### src/sv/gdw_ram.sv
`timescale 1ns / 1ps
// simple dual-port ram, one write and one registered read port
// no dependencies
module gdw_ram #(
    parameter int WIDTH = 6,
    parameter int DEPTH = 32
) (
    input  logic                     i_clk,
    input  logic                     i_we,
    input  logic [$clog2(DEPTH)-1:0] i_waddr,
    input  logic [WIDTH-1:0]         i_wdata,
    input  logic                     i_re,
    input  logic [$clog2(DEPTH)-1:0] i_raddr,
    output logic [WIDTH-1:0]         o_rdata
);

    logic [WIDTH-1:0] r_mem [DEPTH];
    logic [WIDTH-1:0] r_rdata;

    always_ff @(posedge i_clk) begin
        if (i_we) begin
            r_mem[i_waddr] <= i_wdata;
        end
        if (i_re) begin
            r_rdata <= r_mem[i_raddr];
        end
    end

    assign o_rdata = r_rdata;

endmodule

### config.mk
export PLATFORM = sky130hd
export DESIGN_NAME = gdw_ram
export DESIGN_NICKNAME = d
export VERILOG_FILES = /design/src/sv/gdw_ram.sv
export SDC_FILE = /design/constraint.sdc
export NUM_CORES = 1
export LEC_CHECK = 0
export CORE_MARGIN = 5
export CORE_UTILIZATION = 30
export DETAILED_ROUTE_END_ITERATION = 16
export DONT_BUFFER_PORTS = 1
export PLACE_DENSITY_LB_ADDON = 0.05
export SYNTH_ARGS = -nofsm -noshare
export SYNTH_HDL_FRONTEND = slang
export SYNTH_SLANG_ARGS = --single-unit
### constraint.sdc
create_clock -name i_clk -period 2 [get_ports i_clk]
set_input_delay 0.1 -clock i_clk [delete_from_list [all_inputs] [get_ports i_clk]]
set_output_delay 0.1 -clock i_clk [all_outputs]
set_load 0.03 [all_outputs]
Word-level counts from Yosys, hierarchy flattened. Memory sizes are Yosys's and may differ from the RTL's. A register that Yosys moved wholly into a read port is not among the register bits. Index checks and enable logic that the tools add are counted.

Output and inout port bits: 6. Flip-flop bits (word level): 0. Word-level logic and storage cells: 3. Memories kept: 1. RAM bits: 192. Bits of input ports: 19.

Muxes and demuxes: 2.

Memory list: r_mem (words 32, bits a word 6, read ports 1, clocked after Yosys merged registers in 1, wr ports 1, line 17) `logic [WIDTH-1:0] r_mem [DEPTH];`.

Operators with widths (count): $mux 1 (2).

Depth between registers and ports, before layout.
Depth in word-level cells: 2. Depth in mapped cells: 5.

Worst setup path after synthesis. Ideal clock, no wire load.

Path type: input -> register. From: input i_raddr[2]. To: register r_rdata[0] (netlist: o_rdata[0]), read port of r_mem, data pin. Arrival: 1.819 ns. Cell stages on the path: 5. Path slack: -0.079 ns. Required time: 1.740 ns. Cells stage by stage: clkbuf_1 -> clkbuf_1 -> mux4_2 -> mux4_2 -> mux2_2.

RTL lines: start: declaration (line 13) `input logic [$clog2(DEPTH)-1:0] i_raddr,`; end: declaration (line 18) `logic [WIDTH-1:0] r_rdata;`.

==> impl_metrics.env <==
export IMPL_outcome="completed"
export IMPL_grt_max_degree=49
export IMPL_power_density_nw_per_um2=899
export IMPL_synth_seq_cells=198
export IMPL_arrival_ns=2.12
export IMPL_synth_area_per_cell_um2=23.7
export IMPL_drt_pass1_iter_count=4
export IMPL_drv_cap=0
export IMPL_clock_skew_ns=0.00668
export IMPL_tightest_slew_ns=0.482
export IMPL_dp_hpwl_um=10800
export IMPL_cts_sinks=198
export IMPL_worstSkewPairLatency_ns=0.42
export IMPL_setup_viol=0
export IMPL_ys_types=13
export IMPL_clkTransAtPathRegs_ns=0.07
export IMPL_die_area_um2=28800
export IMPL_instances_no_fill=715
export IMPL_yosys_top_cells_area="edfxtp_1 78%, mux4_2 18%, nor2_1 1.6%"
export IMPL_cts_root_buf="clkbuf_16"
export IMPL_io_pins=25
export IMPL_netlist_instances=323
export IMPL_leakagePower_uw=0.00275
export IMPL_cp_required_ns=2.17
export IMPL_dpl_cell_count=671
export IMPL_postCtsSetupBuffers=0
export IMPL_end_kind="flop"
export IMPL_grt_overflow_total=0
export IMPL_grt_pass1_vias=3540
export IMPL_grt_pass1_wl_um=25300
export IMPL_yosysWarnings=0
export IMPL_clock_fmax_mhz=513
export IMPL_rows=58
export IMPL_highest_layer="met4"
export IMPL_diodes=0
export IMPL_yosysTopAreaCellShare=0.777
export IMPL_dr_first_iter_drc_count=380
export IMPL_wire_per_inst_um=24.1
export IMPL_fp_dieH_um=170
export IMPL_avgViaCountPerCell=4.73
export IMPL_numCtsBuffers=17
export IMPL_ir_drop_uv=399
export IMPL_core_um2=25200
export IMPL_seqCellArea_um2=5950
export IMPL_fin_nets=393
export IMPL_synth_top_cell_by_area="edfxtp_1"
export IMPL_cts_buffer_depth=2
export IMPL_die_w_um=170
export IMPL_gp_congestion=0.681
export IMPL_drc=0
export IMPL_hold_path_class="input port to flop"
export IMPL_slew_violations=0
export IMPL_drtAntennaViolNets=0
export IMPL_setup_tns_ns=0
export IMPL_wl_met2_um=7810
export IMPL_multi_input_area_um2=1630
export IMPL_drt_total_wl_um=17200
export IMPL_initial_core_util=0.304
export IMPL_postLayoutCellArea_um2=8920
export IMPL_track_usage=0.125
export IMPL_critical_path_class="flop to flop"
export IMPL_finalHoldViolCount=0
export IMPL_tritoncts="yes"
export IMPL_io_buffers=0
export IMPL_dr_wl_met3_um=1030
export IMPL_syn_to_final_growth_pct=16.7
export IMPL_layout_drive_gt1_share=0.340
export IMPL_relSlewSlack=0.678
export IMPL_worstPathMaxFanout=1
export IMPL_fin_crit_sh=0.975
export IMPL_antenna_found_initial=0
export IMPL_ctsHtreeMaxLevel=4
export IMPL_period_needed_ns=1.95
export IMPL_rsz0062_at_grt="no"
export IMPL_ys_seq_area_frac=0.777
export IMPL_wl_met1_um=8170
export IMPL_critPathLaunchType="flop"
export IMPL_syn_num_nets=342
export IMPL_fillerInstances=2306
export IMPL_placed_area_um2=8230
export IMPL_dr_total_vias=3382
export IMPL_syn_area_um2=7650
-- synthesized netlist by cell type --
library cell	count
nand2_1	1
buf_6	3
nand3_1	2
nand3b_1	5
buf_2	2
mux4_2	60
mux2_2	6
nor2_1	33
or3_1	1
edfxtp_1	198
buf_1	2
clkbuf_1	7
or3b_2	3
-- cells in the final DEF, fill, tap and decap left out, drive strengths merged --
cell type and n:
edfxtp 198, mux4 60, inv 1, nand3 2, or3b 3, or3 1
nand3b 5, mux2 6, dlygate4sd3 8, buf 38, nand2 1, nor2 33
clkbuf 19, clkinv 8, clkinvlp 2
-- timing repair --
action,CTS,global route
endpoints found under the hold margin,204,0
hold buffers,14,0
gates resized for setup,0,1
endpoints found under the setup margin,0,1
-- logic make-up after synthesis --
| family | synth area share |
|---|---|
| buffers and inverters | 0.0101 |
| flip-flops | 0.777 |
| multiplexers | 0.185 |
| AND/OR/NAND/NOR | 0.0272 |
-- cell type report --
| type | instances | share of cell area |
|---|---|---|
| multi-input cells | 111 | 0.183 |
| repair buffers | 46 | 0.0493 |
| well taps | 330 | 0.0463 |
| flip-flops and latches | 198 | 0.666 |
| clock inverters | 11 | 0.00701 |
| clock buffers | 19 | 0.0485 |
-- report_power, final --
group	total, uW	leakage [uW]	switching (uW)	internal [uW]
logic	381	0.000726	176	205
registers	4670	0.00179	40.4	4630
clock network	2980	0.000239	1420	1560
total	8030	0.00275	1630	6390
-- path summary, 6_finish.rpt --
check | start | to | slack (ns) | cells past startpoint
max reg2reg | r_mem[21][3]$_DFFE_PP_ | o_rdata[3]$_DFFE_PP_ | 0.05 | 3
min reg2reg | r_mem[23][2]$_DFFE_PP_ | o_rdata[2]$_DFFE_PP_ | 1.00 | 3
max | r_mem[21][3]$_DFFE_PP_ | o_rdata[3]$_DFFE_PP_ | 0.05 | 3
min | i_raddr[4] | o_rdata[2]$_DFFE_PP_ | 0.09 | 2
-- state kept, by name, indices dropped and copies added (netlist names) --
name / flops
o_rdata: 6
r_mem: 192
-- worst max-delay path, cell delays in order (launching register included) --
cell	delay (ns)
edfxtp_1	0.36
mux4_2	0.53
mux4_2	0.52
mux2_2	0.29
-- through the flow --
stage | hold WS, ns | total power [uW] | worst slack (ns) | utilization
floorplan | 0.199 | 5000 | 0.0452 | -
global placement | 0.203 | 5040 | 0.0212 | 0.327
detailed placement | 0.202 | 5040 | 0.0314 | 0.327
CTS | 0.0735 | 8130 | 0.0164 | 0.354
global route | 0.0770 | 8310 | 0.0120 | 0.354
finish | 0.0917 | 8030 | 0.0509 | 0.354
-- layer usage --
| layer | GRT usage | up-vias |
|---|---|---|
| met5 | 0 | - |
| met4 | 0.0357 | 0 |
| li1 | - | 1473 |
| met2 | 0.180 | 70 |
| met3 | 0.0307 | 12 |
| met1 | 0.189 | 1827 |
No activity file was read; power rests on OpenSTA's default activity.
